File: config.mk
export PLATFORM = sky130hd
export DESIGN_NAME = vna_ctrl
export DESIGN_NICKNAME = d
export VERILOG_FILES = /design/src/design/vna_pkg.sv /design/src/design/vna_ctrl.sv
export SDC_FILE = /design/constraint.sdc
export NUM_CORES = 1
export LEC_CHECK = 0
export BUFFER_PORTS_ARGS = -buffer_cell sky130_fd_sc_hd__clkbuf_2
export CAP_MARGIN = 20
export CORE_ASPECT_RATIO = 1.5
export CORE_MARGIN = 1
export CORE_UTILIZATION = 55
export DETAILED_ROUTE_END_ITERATION = 10
export PLACE_DENSITY_LB_ADDON = 0.1
export REMOVE_ABC_BUFFERS = 1
export SLEW_MARGIN = 20
export SYNTH_ARGS = -nofsm -noshare
export SYNTH_HDL_FRONTEND = slang
export SYNTH_SLANG_ARGS = --single-unit
File: constraint.sdc
create_clock -name clk_i -period 6.3 [get_ports clk_i]
set_input_delay 0 -clock clk_i [delete_from_list [all_inputs] [get_ports clk_i]]
set_output_delay 0 -clock clk_i [all_outputs]
set_load 0.005 [all_outputs]
File: src/design/vna_pkg.sv
// Shared constants, payload types and command/status structs for the vertex normal accumulator.
package vna_pkg;

  localparam int VERTEX_COUNT = 256;
  localparam int COORD_BITS   = 16;

  localparam int IDX_BITS  = 8;
  localparam int ADDR_W    = ($clog2(VERTEX_COUNT) < IDX_BITS) ? $clog2(VERTEX_COUNT) : IDX_BITS;
  localparam int MEM_DEPTH = (VERTEX_COUNT < (1 << IDX_BITS)) ? VERTEX_COUNT : (1 << IDX_BITS);
  localparam int COORD_W   = 16;
  localparam int CIN_BITS  = (COORD_BITS < COORD_W) ? COORD_BITS : COORD_W;
  localparam int SUM_W     = 42;
  localparam int DIFF_W    = COORD_W + 1;
  localparam int NRM_W     = 2 * DIFF_W + 1;
  localparam int MAG_W     = 24;
  localparam int MUL_W     = MAG_W + 1;
  localparam int PROD_W    = 2 * MUL_W;
  localparam int SQ_W      = 2 * MUL_W;
  localparam int ROOT_W    = SQ_W / 2;
  localparam int REM_W     = ROOT_W + 2;
  localparam int FRAC_BITS = 14;
  localparam int QUO_W     = FRAC_BITS + 1;
  localparam int NUM_W     = MAG_W + FRAC_BITS + 1;
  localparam int OUT_W     = 16;
  localparam int CNT_W     = 5;
  localparam logic [OUT_W-1:0] Q_ONE = OUT_W'(1 << FRAC_BITS);

  localparam logic [CNT_W-1:0] TRI_MUL_LAST = CNT_W'(6);
  localparam logic [CNT_W-1:0] SQ_LAST      = CNT_W'(3);
  localparam logic [CNT_W-1:0] SQRT_LAST    = CNT_W'(ROOT_W);
  localparam logic [CNT_W-1:0] DIV_LAST     = CNT_W'(QUO_W + 1);
  localparam logic [1:0]       CORNER_LAST  = 2'd2;

  typedef enum logic [1:0] {
    OP_WRITE = 2'd0,
    OP_TRI   = 2'd1,
    OP_READ  = 2'd2,
    OP_NONE  = 2'd3
  } op_e;

  typedef struct packed {
    logic [1:0]                operation;
    logic [IDX_BITS-1:0]       index_a;
    logic [IDX_BITS-1:0]       index_b;
    logic [IDX_BITS-1:0]       index_c;
    logic signed [COORD_W-1:0] pos_x;
    logic signed [COORD_W-1:0] pos_y;
    logic signed [COORD_W-1:0] pos_z;
  } in_t;

  typedef struct packed {
    logic signed [OUT_W-1:0] norm_x;
    logic signed [OUT_W-1:0] norm_y;
    logic signed [OUT_W-1:0] norm_z;
    logic                    zero_length;
  } out_t;

  typedef struct packed {
    logic       load;
    logic       vtx_wr;
    logic       vtx_rd;
    logic [1:0] corner;
    logic       diff;
    logic       mul_en;
    logic       mul_sq;
    logic [2:0] mul_step;
    logic       acc_en;
    logic [2:0] acc_step;
    logic       sq_clr;
    logic       sum_rd;
    logic       sum_wr;
    logic       mag;
    logic       max;
    logic       shl;
    logic       shr;
    logic       sqrt_init;
    logic       sqrt_step;
    logic       div_init;
    logic       div_step;
    logic       div_store;
    logic [1:0] comp;
    logic       out_load;
    logic       out_zero;
  } cmd_t;

  typedef struct packed {
    op_e  op;
    logic a_ok;
    logic tri_ok;
    logic mmax_zero;
    logic mmax_hi;
    logic mmax_lo;
    logic out_busy;
  } sts_t;

  function automatic logic [COORD_W-1:0] coord_in(input logic [COORD_W-1:0] raw);
    logic [COORD_W-1:0] r;
    r = raw;
    for (int i = CIN_BITS; i < COORD_W; i++) begin
      r[i] = raw[CIN_BITS-1];
    end
    return r;
  endfunction

  function automatic logic idx_ok(input logic [IDX_BITS-1:0] i);
    return (int'(i) < VERTEX_COUNT);
  endfunction

endpackage

File: src/design/vna_ctrl.sv
// Controller state machine sequencing writes, triangle updates and normalized reads.
module vna_ctrl (
  input  logic          clk_i,
  input  logic          rst_ni,
  input  logic          in_valid_i,
  output logic          in_stall_o,
  input  vna_pkg::sts_t sts_i,
  output vna_pkg::cmd_t cmd_o
);
  import vna_pkg::*;

  typedef enum logic [14:0] {
    S_IDLE = 15'b000000000000001,
    S_DEC  = 15'b000000000000010,
    S_VRD  = 15'b000000000000100,
    S_DIFF = 15'b000000000001000,
    S_MUL  = 15'b000000000010000,
    S_SRD  = 15'b000000000100000,
    S_SWR  = 15'b000000001000000,
    S_RRD  = 15'b000000010000000,
    S_MAG  = 15'b000000100000000,
    S_MAX  = 15'b000001000000000,
    S_NORM = 15'b000010000000000,
    S_SQ   = 15'b000100000000000,
    S_SQRT = 15'b001000000000000,
    S_DIV  = 15'b010000000000000,
    S_OUT  = 15'b100000000000000
  } state_e;

  state_e           state_q, state_d;
  logic [CNT_W-1:0] cnt_q, cnt_d;
  logic [1:0]       comp_q, comp_d;
  logic             zero_q, zero_d;

  always_comb begin
    state_d = state_q;
    cnt_d   = cnt_q;
    comp_d  = comp_q;
    zero_d  = zero_q;
    cmd_o   = '0;
    unique case (state_q)
      S_IDLE: begin
        if (in_valid_i) begin
          cmd_o.load = 1'b1;
          state_d    = S_DEC;
        end
      end
      S_DEC: begin
        cnt_d  = '0;
        comp_d = '0;
        unique case (sts_i.op)
          OP_WRITE: begin
            cmd_o.vtx_wr = sts_i.a_ok;
            state_d      = S_IDLE;
          end
          OP_TRI: begin
            state_d = sts_i.tri_ok ? S_VRD : S_IDLE;
          end
          OP_READ: begin
            if (sts_i.a_ok) begin
              state_d = S_RRD;
            end else begin
              zero_d  = 1'b1;
              state_d = S_OUT;
            end
          end
          default: state_d = S_IDLE;
        endcase
      end
      S_VRD: begin
        cmd_o.vtx_rd = 1'b1;
        cmd_o.corner = cnt_q[1:0];
        if (cnt_q[1:0] == CORNER_LAST) begin
          cnt_d   = '0;
          state_d = S_DIFF;
        end else begin
          cnt_d = cnt_q + CNT_W'(1);
        end
      end
      S_DIFF: begin
        cmd_o.diff = 1'b1;
        state_d    = S_MUL;
      end
      S_MUL: begin
        cmd_o.mul_en   = (cnt_q < TRI_MUL_LAST);
        cmd_o.mul_step = cnt_q[2:0];
        cmd_o.acc_en   = (cnt_q != '0);
        cmd_o.acc_step = cnt_q[2:0] - 3'd1;
        if (cnt_q == TRI_MUL_LAST) begin
          cnt_d   = '0;
          comp_d  = '0;
          state_d = S_SRD;
        end else begin
          cnt_d = cnt_q + CNT_W'(1);
        end
      end
      S_SRD: begin
        cmd_o.sum_rd = 1'b1;
        cmd_o.corner = comp_q;
        state_d      = S_SWR;
      end
      S_SWR: begin
        cmd_o.sum_wr = 1'b1;
        if (comp_q == CORNER_LAST) begin
          state_d = S_IDLE;
        end else begin
          comp_d  = comp_q + 2'd1;
          state_d = S_SRD;
        end
      end
      S_RRD: begin
        cmd_o.sum_rd = 1'b1;
        state_d      = S_MAG;
      end
      S_MAG: begin
        cmd_o.mag = 1'b1;
        state_d   = S_MAX;
      end
      S_MAX: begin
        cmd_o.max = 1'b1;
        state_d   = S_NORM;
      end
      S_NORM: begin
        priority if (sts_i.mmax_zero) begin
          zero_d  = 1'b1;
          state_d = S_OUT;
        end else if (sts_i.mmax_hi) begin
          cmd_o.shr = 1'b1;
        end else if (sts_i.mmax_lo) begin
          cmd_o.shl = 1'b1;
        end else begin
          cnt_d   = '0;
          state_d = S_SQ;
        end
      end
      S_SQ: begin
        cmd_o.mul_sq   = 1'b1;
        cmd_o.mul_en   = (cnt_q < SQ_LAST);
        cmd_o.mul_step = cnt_q[2:0];
        cmd_o.acc_en   = (cnt_q != '0);
        cmd_o.sq_clr   = (cnt_q == '0);
        if (cnt_q == SQ_LAST) begin
          cnt_d   = '0;
          state_d = S_SQRT;
        end else begin
          cnt_d = cnt_q + CNT_W'(1);
        end
      end
      S_SQRT: begin
        cmd_o.sqrt_init = (cnt_q == '0);
        cmd_o.sqrt_step = (cnt_q != '0);
        if (cnt_q == SQRT_LAST) begin
          cnt_d   = '0;
          comp_d  = '0;
          state_d = S_DIV;
        end else begin
          cnt_d = cnt_q + CNT_W'(1);
        end
      end
      S_DIV: begin
        cmd_o.comp      = comp_q;
        cmd_o.div_init  = (cnt_q == '0);
        cmd_o.div_step  = (cnt_q != '0) && (cnt_q != DIV_LAST);
        cmd_o.div_store = (cnt_q == DIV_LAST);
        if (cnt_q == DIV_LAST) begin
          cnt_d = '0;
          if (comp_q == CORNER_LAST) begin
            zero_d  = 1'b0;
            state_d = S_OUT;
          end else begin
            comp_d = comp_q + 2'd1;
          end
        end else begin
          cnt_d = cnt_q + CNT_W'(1);
        end
      end
      S_OUT: begin
        if (!sts_i.out_busy) begin
          cmd_o.out_load = 1'b1;
          cmd_o.out_zero = zero_q;
          state_d        = S_IDLE;
        end
      end
      default: state_d = S_IDLE;
    endcase
  end

  always_ff @(posedge clk_i or negedge rst_ni) begin
    if (!rst_ni) begin
      state_q <= S_IDLE;
      cnt_q   <= '0;
      comp_q  <= '0;
      zero_q  <= 1'b0;
    end else begin
      state_q <= state_d;
      cnt_q   <= cnt_d;
      comp_q  <= comp_d;
      zero_q  <= zero_d;
    end
  end

  assign in_stall_o = (state_q != S_IDLE);

endmodule

==> flow_summary.json <==
{
  "period_minus_slack_ns": 2.97,
  "drc": 0,
  "io_buffers": 42,
  "dp_hpwl_mm": 4.49,
  "yosys.area_share.adder_pct": 5.43,
  "place.gp.congestion": 0.940,
  "drive_gt1_share_pct": 23.8,
  "cts_tree": "yes",
  "syn_to_final_growth_pct": 13.5,
  "overflow": 0,
  "maxSlewHeadroom_pct": 32.1,
  "die_h_um": 77.2,
  "cp_slowest_cell": "nor4_2",
  "violations": "hold timing",
  "clockBufferDepth": 2,
  "switchingPower_uw": 238,
  "synth_area_per_cell_um2": 8.46,
  "critical_path_class": "reg2reg",
  "rows": 27,
  "crit_fanout": 11,
  "antenna_found_initial": 0,
  "ys_types": 63,
  "wirelength_mm": 5.85,
  "hold_viol": 1,
  "holdWs_ns": -0.000664,
  "start_kind": "flop",
  "drv_slew": 0,
  "fin_nets": 302,
  "hold_class": "in2reg",
  "startpoint": "state_q[5]",
  "vias_per_cell": 6.37,
  "synth_top_family_by_area": "simple AND/OR/NAND/NOR gates",
  "outcome": "complete, but fails checks",
  "rsz0062_at_grt": "no",
  "root_buffer": "clkbuf_8",
  "power_density_nw_per_um2": 229,
  "numCtsBuffers": 3,
  "path_cells": "nor4_2 > nand4_1 > o22ai_1 > nand3b_4 > o21ai_0 > a22oi_1",
  "seq_area_frac_synth_pct": 27.8,
  "grt_usage_pct": 31.1,
  "wl_per_cell_um": 18.0,
  "ios": 43,
  "die-width_um": 52.1,
  "final_util_pct": 64.5,
  "dieArea_um2": 4020,
  "initial_core_util_pct": 56.8,
  "grt_pass1_vias": 1952,
  "p_clk_share_pct": 18.9,
  "fmax_mhz": 336,
  "worstSkewPairLatency_ns": 0.28,
  "synth_xor_area_share_pct": 2.54,
  "grt_pass1_wl_mm": 9.36,
  "p_leak_nw": 1.16,
  "yosysWarnings": 0,
  "cts.htree.levels": 1,
  "seqPwrFrac_pct": 38.4,
  "setup_viol": 0,
  "ant_nets": 0,
  "crit_arrival_ns": 3.18,
  "hold_depth": 3,
  "dr.pass1.iters": 4,
  "r2r_cells": 6,
  "async_reset_ff_share_pct": 100,
  "ys.flop_type": "dfrtp_1",
  "muxShareOfSynthArea_pct": 1.51,
  "clkTransAtPathRegs_ns": 0.10,
  "syn_area_um2": 2070,
  "hp-start": "sts_i[0]",
  "slowest_delay_ns": 0.89,
  "grt_max_degree": 24,
  "dr_total_vias": 2063,
  "synth_edf_count": 0,
  "fin_setup_tns_ns": 0,
  "maxCapViolCount": 0,
  "worstPathRequired_ns": 6.51,
  "drt_iter0_markers": 75,
  "core_um2": 3650,
  "worstReg2RegStart": "state_q[5]",
  "n_antenna_cell": 0,
  "cts_setup_buffers": 0,
  "synthCells": 245,
  "switching_share_pct": 44.1,
  "period_share_pct": 47.2,
  "comb_power_share_pct": 42.7,
  "cts.sinks": 23,
  "p_int_uw": 302,
  "ys_ff_latch": 23,
  "worst_pin_slew_ns": 1.00,
  "vdd_drop_max_mv": 0.144,
  "synth-compound-area-share_pct": 17.0,
  "finalClockSkew_ns": 0.00888,
  "yosys.area_share.simple_pct": 40.0,
  "cp-end-kind": "flop"
}
final timing paths:
path                          endpoint  slack [ns]
hold reg to reg                 zero_q        0.50
max in group asynchronous  state_q[11]        5.64
setup / recovery              cnt_q[2]        3.33
setup reg to reg              cnt_q[2]        3.33
min in group asynchronous  state_q[12]        0.26
hold / removal             state_q[14]     -0.0007
final cells by class:
cell class              instances  area [µm²]
fillers                       345        1300
repair buffers                 47         260
flip-flops and latches         23         577
multi-input cells             197        1380
clock inverters                 1        5.00
clock buffers                   3        41.3
inverters                      10        37.5
well taps                      43        53.8
worst max-delay path: cells and delay by family, from the launching register on:
kind | cells | cell delay [ns]
AND/OR/NAND/NOR | 3 | 1.70
AO/OA/AOI/OAI | 3 | 0.70
flip-flops | 1 | 0.51
power by group through the flow:
stage / clock (mW) / sequential (mW) / combinational (mW)
after floorplan: 0 / 0.199 / 0.164
after global placement: 0 / 0.209 / 0.225
after detailed placement: 0 / 0.210 / 0.225
after CTS: 0.0981 / 0.207 / 0.228
after global routing: 0.105 / 0.212 / 0.248
final: 0.102 / 0.207 / 0.230
Yosys cell counts, drive strengths merged, types with 3 or more instances:
cell type	instances	area, µm²
nand4	5	37.5
a22oi	3	22.5
nand2b	5	31.3
nor4b	7	67.6
or3	5	36.3
nand2	16	60.1
nor4	8	92.6
xnor2	3	26.3
o22ai	3	18.8
buf	9	56.3
ha	9	113
xor2	3	26.3
nor2b	3	21.3
or4	4	33.8
nor3b	7	52.6
and2	6	37.5
clkbuf	6	23.8
and3	3	18.8
o21ai	8	40.0
dfrtp	22	551
nor3	12	80.1
o2111ai	4	35.0
nand3	10	55.1
o31ai	3	22.5
nor2	31	116
a22o	5	43.8
inv	10	37.5
a21oi	6	30.0
state kept, by name, indices dropped and copies added (netlist names):
name     count
state_q     15
cnt_q        5
comp_q       2
zero_q       1
per-stage QoR:
| stage | hold WS (ns) | setup slack, ns | power, mW | instances | instance area, µm² |
|---|---|---|---|---|---|
| global placement | 0.0417 | 3.45 | 0.434 | 315 | 2260 |
| floorplan | -0.296 | 3.96 | 0.363 | 230 | 1990 |
| global route | 0.0408 | 3.11 | 0.565 | 324 | 2350 |
| CTS | 0.0193 | 3.39 | 0.534 | 324 | 2350 |
| finish | -0.000664 | 3.33 | 0.539 | 324 | 2350 |
| detailed placement | 0.0383 | 3.41 | 0.435 | 315 | 2260 |
routing by layer:
| layer | GRT usage, % | up-vias | share of wire, % | wire length (µm) |
|---|---|---|---|---|
| li1 | - | 983 | - | - |
| met1 | 36.8 | 999 | 41 | 2370 |
| met2 | 55.6 | 70 | 54 | 3130 |
| met3 | 2.38 | 11 | 3.7 | 218 |
| met4 | 11.6 | 0 | 2.2 | 129 |
| met5 | 0 | - | 0 | 0 |
what timing repair did:
action | in CTS | in global routing
hold buffers | 5 | 0
gates resized for setup | 0 | 0
hold endpoints to repair | 25 | 0
cells by family (layout without fill, tap and decap cells):
logic type / Yosys count / after routing
and+or+nand+nor: 131 / 131
AOI/OAI and AO/OA: 48 / 48
buffers and inverters: 25 / 61
DFF: 23 / 23
adders and majority gates: 9 / 9
xor gates and xnor gates: 6 / 6
muxes: 3 / 3
placed cells by master, fill, tap and decap left out, types with 3 or more instances in the layout:
cell / n
xnor2_1: 3
xor2_1: 3
nor4b_1: 6
o2111ai_1: 4
nand2b_1: 5
nand3_1: 9
nand4_1: 4
dlygate4sd3_1: 5
clkbuf_2: 42
nand2_1: 16
and3_1: 3
a22oi_1: 3
inv_1: 10
nor3_2: 4
a21oi_1: 6
o31ai_1: 3
and2_1: 6
nor2_1: 31
nor4_1: 4
or4_1: 3
ha_1: 9
o22ai_1: 3
a22o_1: 5
nor3b_1: 7
o21ai_0: 5
or3_1: 4
nor3_1: 8
dfrtp_1: 22
o21ai_1: 3
clkbuf_8: 3
No activity file was read; power rests on OpenSTA's default activity.
